==> config.mk <==
export PLATFORM = sky130hd
export DESIGN_NAME = lru_key_value_cache_core
export DESIGN_NICKNAME = d
export VERILOG_FILES = /design/src/design/lcc_pkg.sv /design/src/design/lru_key_value_cache_core.sv /design/src/design/lcc_front.sv /design/src/design/lcc_engine.sv
export VERILOG_INCLUDE_DIRS = /design/src /design/src/design
export SDC_FILE = /design/constraint.sdc
export NUM_CORES = 2
export LEC_CHECK = 0
export ABC_AREA = 0
export BUFFER_PORTS_ARGS = -buffer_cell sky130_fd_sc_hd__clkbuf_2
export CORE_MARGIN = 2
export CORE_UTILIZATION = 40
export CTS_CLUSTER_SIZE = 40
export DETAILED_ROUTE_END_ITERATION = 16
export HOLD_SLACK_MARGIN = 0.1
export PLACE_DENSITY = 0.58
export SYNTH_ARGS = -nofsm -noshare
export SYNTH_HDL_FRONTEND = slang
export SYNTH_SLANG_ARGS = --single-unit
==> constraint.sdc <==
create_clock -name clk -period 17.8 [get_ports clk]
set_input_delay 2.67 -clock clk [delete_from_list [all_inputs] [get_ports clk]]
set_output_delay 2.67 -clock clk [all_outputs]
set_load 0.01 [all_outputs]
==> src/design/lru_key_value_cache_core_macros.svh <==
// assertion macros for the lru key-value cache core
// used by the files that carry concurrent checks; expects clk and arst_n in scope
`ifndef LRU_KEY_VALUE_CACHE_CORE_MACROS_SVH
`define LRU_KEY_VALUE_CACHE_CORE_MACROS_SVH
`ifndef NO_ASSERTIONS
// condition holds at every edge outside reset
`define LCC_ASSERT_ALWAYS(label, cond) \
	label: assert property (@(posedge clk) disable iff (!arst_n) (cond)) \
		else $error("lcc check failed");
// antecedent implies consequent in the same cycle
`define LCC_ASSERT_IMPLY(label, ante, cons) \
	label: assert property (@(posedge clk) disable iff (!arst_n) (ante) |-> (cons)) \
		else $error("lcc check failed");
// antecedent implies consequent in the next cycle
`define LCC_ASSERT_NEXT(label, ante, cons) \
	label: assert property (@(posedge clk) disable iff (!arst_n) (ante) |=> (cons)) \
		else $error("lcc check failed");
`else
`define LCC_ASSERT_ALWAYS(label, cond)
`define LCC_ASSERT_IMPLY(label, ante, cons)
`define LCC_ASSERT_NEXT(label, ante, cons)
`endif
`endif

==> src/design/lcc_pkg.sv <==
// shared types and constants of the lru key-value cache core
// no dependencies
`timescale 1ns / 1ps
package lcc_pkg;
	localparam int KEY_W       = 16;
	localparam int VALUE_W     = 32;
	localparam int CAP_W       = 5;
	localparam int PDATA_W     = 32;
	localparam int ADDR_W      = 3;
	localparam int QUEUE_DEPTH = 2;

	// opcodes of the request channel
	localparam logic OP_GET = 1'b0;
	localparam logic OP_PUT = 1'b1;

	// register index as decoded from paddr[2]
	localparam logic REG_CAPACITY = 1'b0;

	localparam logic [CAP_W-1:0] CAP_RESET = 5'd16;

	// request as classified by the front end
	typedef struct packed {
		logic               is_put;
		logic [KEY_W-1:0]   key;
		logic [VALUE_W-1:0] value;
	} req_t;

	// capacity update toward the engine
	typedef struct packed {
		logic             wr;
		logic [CAP_W-1:0] cap;
	} cfg_t;
endpackage

==> src/design/lru_key_value_cache_core.sv <==
// top level of the lru key-value cache: apb capacity register, front end and engine
// depends on lcc_pkg, lcc_front and lcc_engine
//
// channel  | signals                                   | role
// ---------+-------------------------------------------+-------------------------
// request  | in_valid/in_ready, opcode, lookup_key,    | get or put, one transfer
//          | write_value                               | per request
// result   | out_valid/out_ready, hit, read_value,     | one transfer per request
//          | evicted, evicted_key                      |
// apb      | psel, penable, pwrite, paddr, pwdata,     | capacity_in_use at 0x0
//          | prdata, pready                            |
//
// each request passes through the engine steps (pop, lane compare, rank update with
// value memory access, result load); the engine sequencer sets the rate.
// a 2-entry queue lets requests be taken while the engine or the result waits.
// reset empties the cache at once (valid bits in flops), no clearing pass.
// a stalled result holds the engine in its last step; the queue keeps accepting until full.
`timescale 1ns / 1ps
module lru_key_value_cache_core import lcc_pkg::*; #(
	parameter int ENTRIES  = 16,
	parameter int KEY_BITS = 16
) (
	input  logic                      clk,
	input  logic                      arst_n,
	input  logic                      psel,
	input  logic                      penable,
	input  logic                      pwrite,
	input  logic [ADDR_W-1:0]         paddr,
	input  logic [PDATA_W-1:0]        pwdata,
	output logic [PDATA_W-1:0]        prdata,
	output logic                      pready,
	input  logic                      in_valid,
	output logic                      in_ready,
	input  logic                      opcode,
	input  logic [KEY_W-1:0]          lookup_key,
	input  logic signed [VALUE_W-1:0] write_value,
	output logic                      out_valid,
	input  logic                      out_ready,
	output logic                      hit,
	output logic signed [VALUE_W-1:0] read_value,
	output logic                      evicted,
	output logic [KEY_W-1:0]          evicted_key
);
	logic [CAP_W-1:0] cap_q;
	logic             cap_wr;
	cfg_t             cfg;
	logic             q_valid;
	req_t             q_req;
	logic             q_pop;

	// register write on the access phase
	assign pready = 1'b1;
	assign cap_wr = psel && penable && pwrite && (paddr[2] == REG_CAPACITY);

	always_ff @(posedge clk or negedge arst_n) begin
		if (!arst_n) begin
			cap_q <= CAP_RESET;
		end else if (cap_wr) begin
			cap_q <= pwdata[CAP_W-1:0];
		end
	end

	// register read
	assign prdata = (paddr[2] == REG_CAPACITY) ? PDATA_W'(cap_q) : '0;

	// new capacity goes to the engine together with the write strobe
	assign cfg.wr  = cap_wr;
	assign cfg.cap = cap_wr ? pwdata[CAP_W-1:0] : cap_q;

	lcc_front #(
		.KEY_BITS(KEY_BITS)
	) u_front (
		.clk        (clk),
		.arst_n     (arst_n),
		.in_valid   (in_valid),
		.in_ready   (in_ready),
		.opcode     (opcode),
		.lookup_key (lookup_key),
		.write_value(write_value),
		.q_valid    (q_valid),
		.q_req      (q_req),
		.q_pop      (q_pop)
	);

	lcc_engine #(
		.ENTRIES(ENTRIES)
	) u_engine (
		.clk        (clk),
		.arst_n     (arst_n),
		.cfg        (cfg),
		.q_valid    (q_valid),
		.q_req      (q_req),
		.q_pop      (q_pop),
		.out_valid  (out_valid),
		.out_ready  (out_ready),
		.hit        (hit),
		.read_value (read_value),
		.evicted    (evicted),
		.evicted_key(evicted_key)
	);
endmodule

==> src/design/lcc_front.sv <==
// front end: accepts requests, classifies them and buffers them in a short queue
// depends on lcc_pkg
`timescale 1ns / 1ps
module lcc_front import lcc_pkg::*; #(
	parameter int KEY_BITS = 16
) (
	input  logic                      clk,
	input  logic                      arst_n,
	input  logic                      in_valid,
	output logic                      in_ready,
	input  logic                      opcode,
	input  logic [KEY_W-1:0]          lookup_key,
	input  logic signed [VALUE_W-1:0] write_value,
	output logic                      q_valid,
	output req_t                      q_req,
	input  logic                      q_pop
);
	localparam int PTR_W  = $clog2(QUEUE_DEPTH);
	localparam int FILL_W = $clog2(QUEUE_DEPTH + 1);

	req_t              mem_q [QUEUE_DEPTH];
	logic [PTR_W-1:0]  wr_ptr_q;
	logic [PTR_W-1:0]  rd_ptr_q;
	logic [FILL_W-1:0] fill_q;
	logic [KEY_W-1:0]  key_mask;
	req_t              req_in;
	logic              push;
	logic              pop;

	// key bits above KEY_BITS are ignored
	always_comb begin
		for (int i = 0; i < KEY_W; i++) begin
			key_mask[i] = (i < KEY_BITS);
		end
	end

	// classify the incoming transfer
	always_comb begin
		req_in.is_put = (opcode == OP_PUT);
		req_in.key    = lookup_key & key_mask;
		req_in.value  = write_value;
	end

	assign in_ready = (fill_q != FILL_W'(QUEUE_DEPTH));
	assign push     = in_valid && in_ready;
	assign q_valid  = (fill_q != '0);
	assign pop      = q_pop && q_valid;
	assign q_req    = mem_q[rd_ptr_q];

	// queue storage
	always_ff @(posedge clk) begin
		if (push) begin
			mem_q[wr_ptr_q] <= req_in;
		end
	end

	// queue pointers and fill level
	always_ff @(posedge clk or negedge arst_n) begin
		if (!arst_n) begin
			wr_ptr_q <= '0;
			rd_ptr_q <= '0;
			fill_q   <= '0;
		end else begin
			if (push) begin
				wr_ptr_q <= (wr_ptr_q == PTR_W'(QUEUE_DEPTH - 1)) ? '0 : wr_ptr_q + 1'b1;
			end
			if (pop) begin
				rd_ptr_q <= (rd_ptr_q == PTR_W'(QUEUE_DEPTH - 1)) ? '0 : rd_ptr_q + 1'b1;
			end
			if (push && !pop) begin
				fill_q <= fill_q + 1'b1;
			end else if (pop && !push) begin
				fill_q <= fill_q - 1'b1;
			end
		end
	end
endmodule

==> src/design/lcc_engine.sv <==
// back end: key match lanes, recency ranks, value memory and result register
// depends on lcc_pkg and lru_key_value_cache_core_macros.svh
`timescale 1ns / 1ps
`include "lru_key_value_cache_core_macros.svh"
module lcc_engine import lcc_pkg::*; #(
	parameter int ENTRIES = 16
) (
	input  logic                      clk,
	input  logic                      arst_n,
	input  cfg_t                      cfg,
	input  logic                      q_valid,
	input  req_t                      q_req,
	output logic                      q_pop,
	output logic                      out_valid,
	input  logic                      out_ready,
	output logic                      hit,
	output logic signed [VALUE_W-1:0] read_value,
	output logic                      evicted,
	output logic [KEY_W-1:0]          evicted_key
);
	localparam int IDX_W = $clog2(ENTRIES);
	localparam int CNT_W = $clog2(ENTRIES + 1);

	typedef enum logic [1:0] {S_IDLE, S_MATCH, S_DECIDE, S_RESP} state_t;

	state_t             state_q;
	req_t               req_q;
	logic [KEY_W-1:0]   keys_q [ENTRIES];
	logic [IDX_W-1:0]   rank_q [ENTRIES];
	logic [ENTRIES-1:0] valid_q;
	logic [CNT_W-1:0]   count_q;
	logic [ENTRIES-1:0] match_q;
	logic [ENTRIES-1:0] lru_q;
	logic [ENTRIES-1:0] free_q;
	logic [VALUE_W-1:0] value_mem [ENTRIES];
	logic [VALUE_W-1:0] rdata_q;
	logic               res_hit_q;
	logic               res_evict_q;
	logic [KEY_W-1:0]   res_key_q;
	logic               out_valid_q;
	logic               hit_q;
	logic [VALUE_W-1:0] read_value_q;
	logic               evicted_q;
	logic [KEY_W-1:0]   evicted_key_q;

	logic [CNT_W-1:0]   cap_eff;
	logic [ENTRIES-1:0] match_d;
	logic [ENTRIES-1:0] lru_d;
	logic [ENTRIES-1:0] free_d;
	logic [ENTRIES-1:0] inv;
	logic               hit_d;
	logic               ins_d;
	logic               evict_d;
	logic               act_d;
	logic [ENTRIES-1:0] slot_oh;
	logic [IDX_W-1:0]   slot_idx;
	logic [IDX_W-1:0]   hit_rank;
	logic [KEY_W-1:0]   ev_key;
	logic               load_out;

	// effective capacity: zero reads as one, saturate at the entry count
	always_comb begin
		if (cfg.cap == '0) begin
			cap_eff = CNT_W'(1);
		end else if (int'(cfg.cap) > ENTRIES) begin
			cap_eff = CNT_W'(ENTRIES);
		end else begin
			cap_eff = CNT_W'(cfg.cap);
		end
	end

	// per-lane compare, lru lane (rank count-1) and lowest free lane
	always_comb begin
		for (int i = 0; i < ENTRIES; i++) begin
			match_d[i] = valid_q[i] && (keys_q[i] == req_q.key);
			lru_d[i]   = valid_q[i] && (CNT_W'(rank_q[i]) == count_q - 1'b1);
		end
		inv    = ~valid_q;
		free_d = inv & (~inv + 1'b1);
	end

	// decision on the registered lane vectors
	always_comb begin
		hit_d    = |match_q;
		ins_d    = !hit_d && req_q.is_put;
		evict_d  = ins_d && (count_q >= cap_eff);
		act_d    = hit_d || ins_d;
		slot_oh  = hit_d ? match_q : (evict_d ? lru_q : (ins_d ? free_q : '0));
		slot_idx = '0;
		hit_rank = '0;
		ev_key   = '0;
		for (int i = 0; i < ENTRIES; i++) begin
			slot_idx = slot_idx | (slot_oh[i] ? IDX_W'(i) : '0);
			hit_rank = hit_rank | (match_q[i] ? rank_q[i] : '0);
			ev_key   = ev_key | (lru_q[i] ? keys_q[i] : '0);
		end
	end

	assign q_pop    = (state_q == S_IDLE) && q_valid;
	assign load_out = (state_q == S_RESP) && (!out_valid_q || out_ready);

	// sequencer, lane vectors and result register
	always_ff @(posedge clk or negedge arst_n) begin
		if (!arst_n) begin
			state_q       <= S_IDLE;
			req_q         <= '0;
			match_q       <= '0;
			lru_q         <= '0;
			free_q        <= '0;
			res_hit_q     <= 1'b0;
			res_evict_q   <= 1'b0;
			res_key_q     <= '0;
			out_valid_q   <= 1'b0;
			hit_q         <= 1'b0;
			read_value_q  <= '0;
			evicted_q     <= 1'b0;
			evicted_key_q <= '0;
		end else begin
			// result valid: set on load, cleared on transfer
			if (load_out) begin
				out_valid_q <= 1'b1;
			end else if (out_ready) begin
				out_valid_q <= 1'b0;
			end
			unique case (state_q)
				S_IDLE: begin
					if (q_valid) begin
						req_q   <= q_req;
						state_q <= S_MATCH;
					end
				end
				S_MATCH: begin
					match_q <= match_d;
					lru_q   <= lru_d;
					free_q  <= free_d;
					state_q <= S_DECIDE;
				end
				S_DECIDE: begin
					res_hit_q   <= hit_d;
					res_evict_q <= evict_d;
					res_key_q   <= evict_d ? ev_key : '0;
					state_q     <= S_RESP;
				end
				S_RESP: begin
					if (load_out) begin
						hit_q         <= res_hit_q;
						read_value_q  <= (res_hit_q && !req_q.is_put) ? rdata_q : '0;
						evicted_q     <= res_evict_q;
						evicted_key_q <= res_key_q;
						state_q       <= S_IDLE;
					end
				end
				default: state_q <= S_IDLE;
			endcase
		end
	end

	// lane state: valid bits, ranks and occupancy
	always_ff @(posedge clk or negedge arst_n) begin
		if (!arst_n) begin
			valid_q <= '0;
			count_q <= '0;
			for (int i = 0; i < ENTRIES; i++) begin
				rank_q[i] <= '0;
			end
		end else if (cfg.wr) begin
			// drop the entries ranked at or above the new capacity
			for (int i = 0; i < ENTRIES; i++) begin
				if (valid_q[i] && (CNT_W'(rank_q[i]) >= cap_eff)) begin
					valid_q[i] <= 1'b0;
					rank_q[i]  <= '0;
				end
			end
			if (count_q > cap_eff) begin
				count_q <= cap_eff;
			end
		end else if (state_q == S_DECIDE && act_d) begin
			for (int i = 0; i < ENTRIES; i++) begin
				if (slot_oh[i]) begin
					valid_q[i] <= 1'b1;
					rank_q[i]  <= '0;
				end else if (valid_q[i] && (ins_d || rank_q[i] < hit_rank)) begin
					rank_q[i] <= rank_q[i] + 1'b1;
				end
			end
			if (ins_d && !evict_d) begin
				count_q <= count_q + 1'b1;
			end
		end
	end

	// key lanes
	always_ff @(posedge clk) begin
		if (state_q == S_DECIDE && ins_d) begin
			for (int i = 0; i < ENTRIES; i++) begin
				if (slot_oh[i]) begin
					keys_q[i] <= req_q.key;
				end
			end
		end
	end

	// value memory: one registered read per request, plus a write on a put that hits or inserts
	always_ff @(posedge clk) begin
		if (state_q == S_DECIDE) begin
			if (req_q.is_put && act_d) begin
				value_mem[slot_idx] <= req_q.value;
			end
			rdata_q <= value_mem[slot_idx];
		end
	end

	assign out_valid   = out_valid_q;
	assign hit         = hit_q;
	assign read_value  = read_value_q;
	assign evicted     = evicted_q;
	assign evicted_key = evicted_key_q;

	// checks
	`LCC_ASSERT_ALWAYS(a_match_unique, $onehot0(match_q))
	`LCC_ASSERT_ALWAYS(a_lru_unique, $onehot0(lru_q))
	`LCC_ASSERT_ALWAYS(a_count_tracks, count_q == CNT_W'($countones(valid_q)))
	`LCC_ASSERT_IMPLY(a_evict_full, (state_q == S_DECIDE) && evict_d, |lru_q)
	`LCC_ASSERT_NEXT(a_put_occupies, (state_q == S_DECIDE) && req_q.is_put && !cfg.wr,
		count_q != '0)
endmodule

# Yosys cells after proc, flatten, opt, wreduce, memory -nomap -nowiden
# Memories as Yosys holds them, arrays and structs flattened. A register that Yosys moved wholly into a read port is not among the register bits.
# Index checks and enable logic that the tools add are counted.
op_classes:
  addsub: 23
  n_mul: 0
  div: 0
  magnitude_cmp: 35
  n_eq_ne: 55
  shift: 0
  mux: 206
  bitwise: 48
  reduce_logical: 181
ops:
  columns: ["cell", "count"]
  rows:
  - ["16-bit two-way mux", 22]
  - ["4-bit two-way mux", 72]
  - ["16-bit == test", 16]
  - ["16-bit OR", 15]
  - ["64-bit two-way mux", 2]
  - ["4-bit OR", 29]
  - ["3-bit AND reduction", 33]
  - ["1-bit two-way mux", 90]
  - ["4-bit by 5-bit == test with 1-bit output", 16]
  - ["4-bit by 5-bit >= comparator with 1-bit output", 16]
  - ["1-bit logical AND", 80]
  - ["4-bit by 1-bit adder with 4-bit output, second input constant", 16]
  - ["4-bit less-than comparator", 16]
  - ["3-bit nonzero test", 16]
  - ["2-bit nonzero test", 21]
  - ["5-bit two-way mux", 8]
  - ["2-bit by 1-bit inequality test with 1-bit output, second input constant", 19]
  - ["32-bit two-way mux", 1]
  - ["16-bit inverter", 2]
  - ["1-bit logical OR", 18]
  - ["16-bit by 1-bit adder with 16-bit output, second input constant", 1]
  - ["16-bit AND", 1]
  - ["16-bit OR reduction", 1]
  - ["2-bit two-way mux", 6]
  - ["other kinds (18)", 31]
word_totals:
  regBits: 213
  latch_bits: 0
  ramBits: 866
  romBits: 0
  out_inout_bits: 85
  elab_cells: 600
  mem_count: 3
memory_table:
  columns: ["name", "words", "width", "read_ports", "rd_ports_with_merged_regs", "write_ports", "line", "text"]
  rows:
  - ["u_engine.value_mem", 16, 32, 1, 1, 1, "lcc_engine.sv:35", "logic [VALUE_W-1:0] value_mem [ENTRIES];"]
  - ["u_engine.keys_q", 16, 16, 16, 0, 16, "lcc_engine.sv:28", "logic [KEY_W-1:0] keys_q [ENTRIES];"]
  - ["u_front.mem_q", 2, 49, 1, 1, 1, "lcc_front.sv:21", "req_t mem_q [QUEUE_DEPTH];"]

# Depth between registers and ports, before layout
depth:
  ltp_word: 26
  ltp_mapped: 21
  ltp_nobuf: 15

# Modules after synthesis
# Synthesis repeated with hierarchy kept, for this count alone.
hier_totals:
  cells_unflattened: 3730
  area_unflattened_um2: 50890.1
modules_own_cells:
  columns: ["module", "instances", "cells_each", "area_each_um2"]
  rows:
  - ["lcc_engine", 1, 3512, 46434.5]
  - ["lcc_front", 1, 171, 3983.8]
  - ["lru_key_value_cache_core", 1, 47, 471.7]

# Least setup slack after synthesis
# Ideal clock, no wire load.
synth_path:
  kind: "input to register"
  startpoint: "in paddr[2]"
  endpoint: "mem u_engine.value_mem[0][0], enable pin"
  setup_ns: 0.461
  arrival_time_ns: 8.781
  path_slack_ns: 8.558
  path_stages: 16
  path_buffers: 4
  cell_sequence: "and4b_1 mux2i_1 nand2_1 ha_1 and4_1 and2_1 buf_2 buf_2 o2111ai_1 o311a_1 nor4bb_1 nand4_1 or2_2 clkbuf_1 buf_1 nor3_1"
synth_between:
  elab_chain_cells: 25
  word_cells_on_any_way: 40
  cone_classes: "order compare: 2; mux: 20; bitwise: 15; reduce/logical: 3"
synth_rtl:
  columns: ["element", "line", "text"]
  rows:
  - ["from (decl)", "lru_key_value_cache_core.sv:28", "input logic [ADDR_W-1:0] paddr,"]
  - ["1-bit inverter *", null, null]
  - ["1-bit logical AND *", "lru_key_value_cache_core.sv:53", "assign cap_wr = psel && penable && pwrite && (paddr[2] == REG_CAPACITY);"]
  - ["5-bit two-way mux *", "lru_key_value_cache_core.sv:68", "assign cfg.cap = cap_wr ? pwdata[CAP_W-1:0] : cap_q;"]
  - ["5-bit > comparator", "lcc_engine.sv:65", "end else if (int'(cfg.cap) > ENTRIES) begin"]
  - ["5-bit two-way mux", "lcc_engine.sv:65", null]
  - ["5-bit two-way mux *", "lcc_engine.sv:63", "if (cfg.cap == '0) begin"]
  - ["5-bit >= comparator *", "lcc_engine.sv:86", "evict_d = ins_d && (count_q >= cap_eff);"]
  - ["1-bit logical AND *", "lcc_engine.sv:86", null]
  - ["16-bit two-way mux * (2 in a row)", "lcc_engine.sv:88", "slot_oh = hit_d ? match_q : (evict_d ? lru_q : (ins_d ? free_q : '0));"]
  - ["1-bit two-way mux or 2-bit two-way mux (tied branches)", "lcc_engine.sv:93", "slot_idx = slot_idx | (slot_oh[i] ? IDX_W'(i) : '0);"]
  - ["4-bit OR (13 in a row)", "lcc_engine.sv:93", null]
  - ["4-bit OR *", "lcc_engine.sv:93", null]
  - ["to (decl)", "lcc_engine.sv:35", null]
# Mark *: on every way between the ends. The rest lies on a longest branch, timed or not.

# Worst setup path in the final report
layout_path:
  startpoint: "in paddr[2]"
  endpoint: "mem u_engine.value_mem[11][31], enable pin"
# The elaborated chain is that of the path after synthesis.

==> flow_summary_export.csv <==
group,metric,value,unit
status,outcome,"completed",
die,die_h,360.3,um
synth,synthCells,3729,
global_route,grtUsageTotal,22.58,%
synth,ys_warn_count,0,
global_route,grt_pass1_vias,31170,
clocking,clk_latency,760,ps
sta,slew_headroom,18.52,%
cells_and_area,layout-drive-gt1-share,11.33,%
cells_and_area,regArea,33530,um^2
sta,worst_slack,8376,ps
critical_path,cp-end-kind,"flip-flop",
clocking,cts_tree,"yes",
power_and_ir_drop,seqPwrFrac,45.8,%
cells_and_area,layout.nets,4079,
routing,wire_per_inst,26.62,um
routing,drtIter0Drc,3851,
critical_path,cp_max_fo,33,
min_path,worst_hold_path.num_cells,2,
clocking,clk_pin_slew_worst_paths,60,ps
cells_and_area,final_cell_mix,"898 x edfxtp_1, 363 x a22oi_1, 276 x xor2_1, 260 x dfrtp_1, 206 x nand2_1",
clocking,cts_buffers,119,
synth,yosysSeqAreaShare,66.03,%
clocking,cts-root-buf,"clkbuf_16",
power_and_ir_drop,pwr-share-clk,28.7,%
critical_path,cp-start-kind,"primary input",
die,num_rows,130,
cells_and_area,syn_to_final_growth,12.71,%
global_route,antenna_found_initial,5,
cells_and_area,fin_util,45.51,%
synth,synth_top_area_cell,"edfxtp_1",
clocking,cts_buffer_depth,3,
synth,yosysTopAreaCellShare,53.12,%
power_and_ir_drop,powerDensity,149.1,nW/um^2
power_and_ir_drop,leakage,20.76,nW
routing,dr.pass1.iters,6,
synth,synth_edf_count,898,
routing,routed_via_density,5.802,
job,maxCapViolations,0,
synth,synthArstFlopShare,22.59,%
power_and_ir_drop,combPwrFrac,25.5,%
critical_path,path_class,"in -> reg",
synth,ys_seq_elements,1160,
routing,via_count,32520,
placed_design,pre_cts_ws,7760,ps
routing,ant_nets,0,
power_and_ir_drop,ir_drop,0.1910,mV
critical_path,worstPathRequired,18200,ps
synth,syn_area,50770,um^2
routing,drc,0,
cells_and_area,multiInputGateArea,16010,um^2
cells_and_area,nFillCells,11160,
synth,synth.distinct_cells,61,
critical_path,cp_data_arrival_time,9820,ps
die,die_area,129800,um^2
cells_and_area,final_common_cell,"edfxtp_1",
synth,avgSynthCellArea,13.61,um^2
clocking,cts_resized,0,
clocking,post-cts-setup-buffer-count,0,
die,die_w,360.3,um
die,initial_core_util,40.38,%
sta,setup_violations,0,
sta,skew,69.68,ps
placed_design,io_buffers,118,
sta,rsz0062_at_grt,"no",
min_path,hold_path.class,"reg -> reg",
placed_design,hpwlAfterDp,90580,um
synth,synth_area_leaders,"edfxtp_1 53%, dfrtp_1 13%, a22oi_1 5.4%",
clocking,cts_max_level,3,
routing,routed_wl,149200,um
clocking,clock_sinks,1160,
power_and_ir_drop,p_switching,2.912,mW
power_and_ir_drop,p_sw_share,34.13,%
global_route,grt_pass1_wl,216900,um
clocking,cts_hold_buffers,0,
critical_path,r2r_cells,15,
sta,min_period_over_period,52.94,%
sta,final.min_clock_period,9424,ps
sta,slew_violations,0,
placed_design,gp_congestion,0.9024,
power_and_ir_drop,p_int,5.620,mW
global_route,overflow,0,
die,core_area,125700,um^2
sta,fin_tns_setup,0,ps
synth,synth_ff_type,"edfxtp_1",
global_route,grt_max_degree,100,
sta,maxClockFrequency,106.1,MHz
sta,finalHoldViolations,0,
die,io_pins,176,
sta,tightest_slew,1222,ps
==> kinds of logic (layout without fill, tap and decap cells) <==
kind of cell	Yosys count	in the layout	share of synthesized area, %
simple gates	661	661	6.544
mux	72	72	1.471
other cells	2	29	0.01479
flops	1160	1160	66.03
fa+ha+maj	141	141	3.475
compound gates	1004	1004	13.63
buf+inv	352	550	3.019
xor+xnor	337	337	5.814
==> sequential cells by signal, summed over array words and instances, names as in the netlist, 32 cells and up <==
signal and count:
u_engine.keys_q 256, u_engine.rank_q 64, u_engine.rdata_q 32, u_engine.read_value 32, u_engine.req_q 49, u_engine.value_mem 512, u_front.mem_q 98
==> critical path, cell delays in order <==
cell      delay, ps
clkbuf_2        130
and4b_1         260
buf_4           420
mux2i_1         240
buf_4           220
nand2_1         690
ha_1            620
and4_1          380
nand2_1         160
nand2_1         510
o311a_1         480
nor4bb_1        460
nand4_1         350
nor2b_4         180
buf_4           470
nand3_1         410
nor2b_4         630
buf_4           490
==> cells in the mapped netlist, drive strengths merged (28+ instances only) <==
cell	n
nand4	51
buf	84
edfxtp	898
o21a	28
nor4	51
o22ai	40
nand2	209
a21o	76
o31ai	28
a21boi	44
mux2i	51
xnor2	60
o21ai	162
a21oi	137
or4	32
ha	141
clkbuf	168
nor3	71
inv	100
xor2	277
nand2b	33
nor2	79
dfrtp	261
a22o	30
nand3	84
a22oi	363
==> path summary, 6_finish.rpt <==
path / startpoint / slack, ps / end
min in group asynchronous: arst_n / 1970 / u_engine.valid_q[8]
hold reg to reg: u_engine.evicted_key[5] / 480 / u_engine.evicted_key[5]
setup / recovery: paddr[2] / 8380 / u_engine.value_mem[11][31]
max in group asynchronous: arst_n / 13500 / u_engine.req_q[32]
setup reg to reg: cap_q[4] / 10920 / u_engine.value_mem[11][31]
hold / removal: u_engine.evicted_key[5] / 480 / u_engine.evicted_key[5]
==> routing by layer <==
metal | track usage [%] | part of all wire (%) | up-vias
li1 | - | - | 14470
met1 | 33.43 | 44 | 16260
met2 | 33.65 | 44 | 1548
met3 | 4.571 | 9.2 | 235
met4 | 6.261 | 2.5 | 6
met5 | 0 | 0.031 | -
==> power groups by stage <==
stage / Combinational [mW] / Clock, mW / Sequential [mW]
after global placement: 2.14 / 0 / 3.93
final: 2.18 / 2.45 / 3.91
after detailed placement: 2.16 / 0 / 3.95
after floorplan: 1.43 / 0 / 3.82
after global routing: 2.39 / 2.60 / 3.95
after CTS: 2.18 / 2.49 / 3.90
==> metrics by stage <==
step	instance area, um^2	total power [mW]	hold slack [ps]	std cells
after floorplan	50860	5.257	457.9	3755
after global placement	53370	6.074	462.6	5376
after detailed placement	53370	6.117	470.2	5376
after CTS	57220	8.561	484.3	5603
after global routing	57220	8.938	498.3	5603
final	57220	8.531	475.5	5604
==> layout make-up <==
type	count	share of cell area [%]
inverter	100	0.6560
multi-input combinational	2243	27.99
sequential	1160	58.59
timing repair buffer	223	2.427
antenna	1	0.004373
tap	1650	3.608
clock buffer	175	5.871
clock inverter	52	0.8550
No activity file was read; power rests on OpenSTA's default activity.
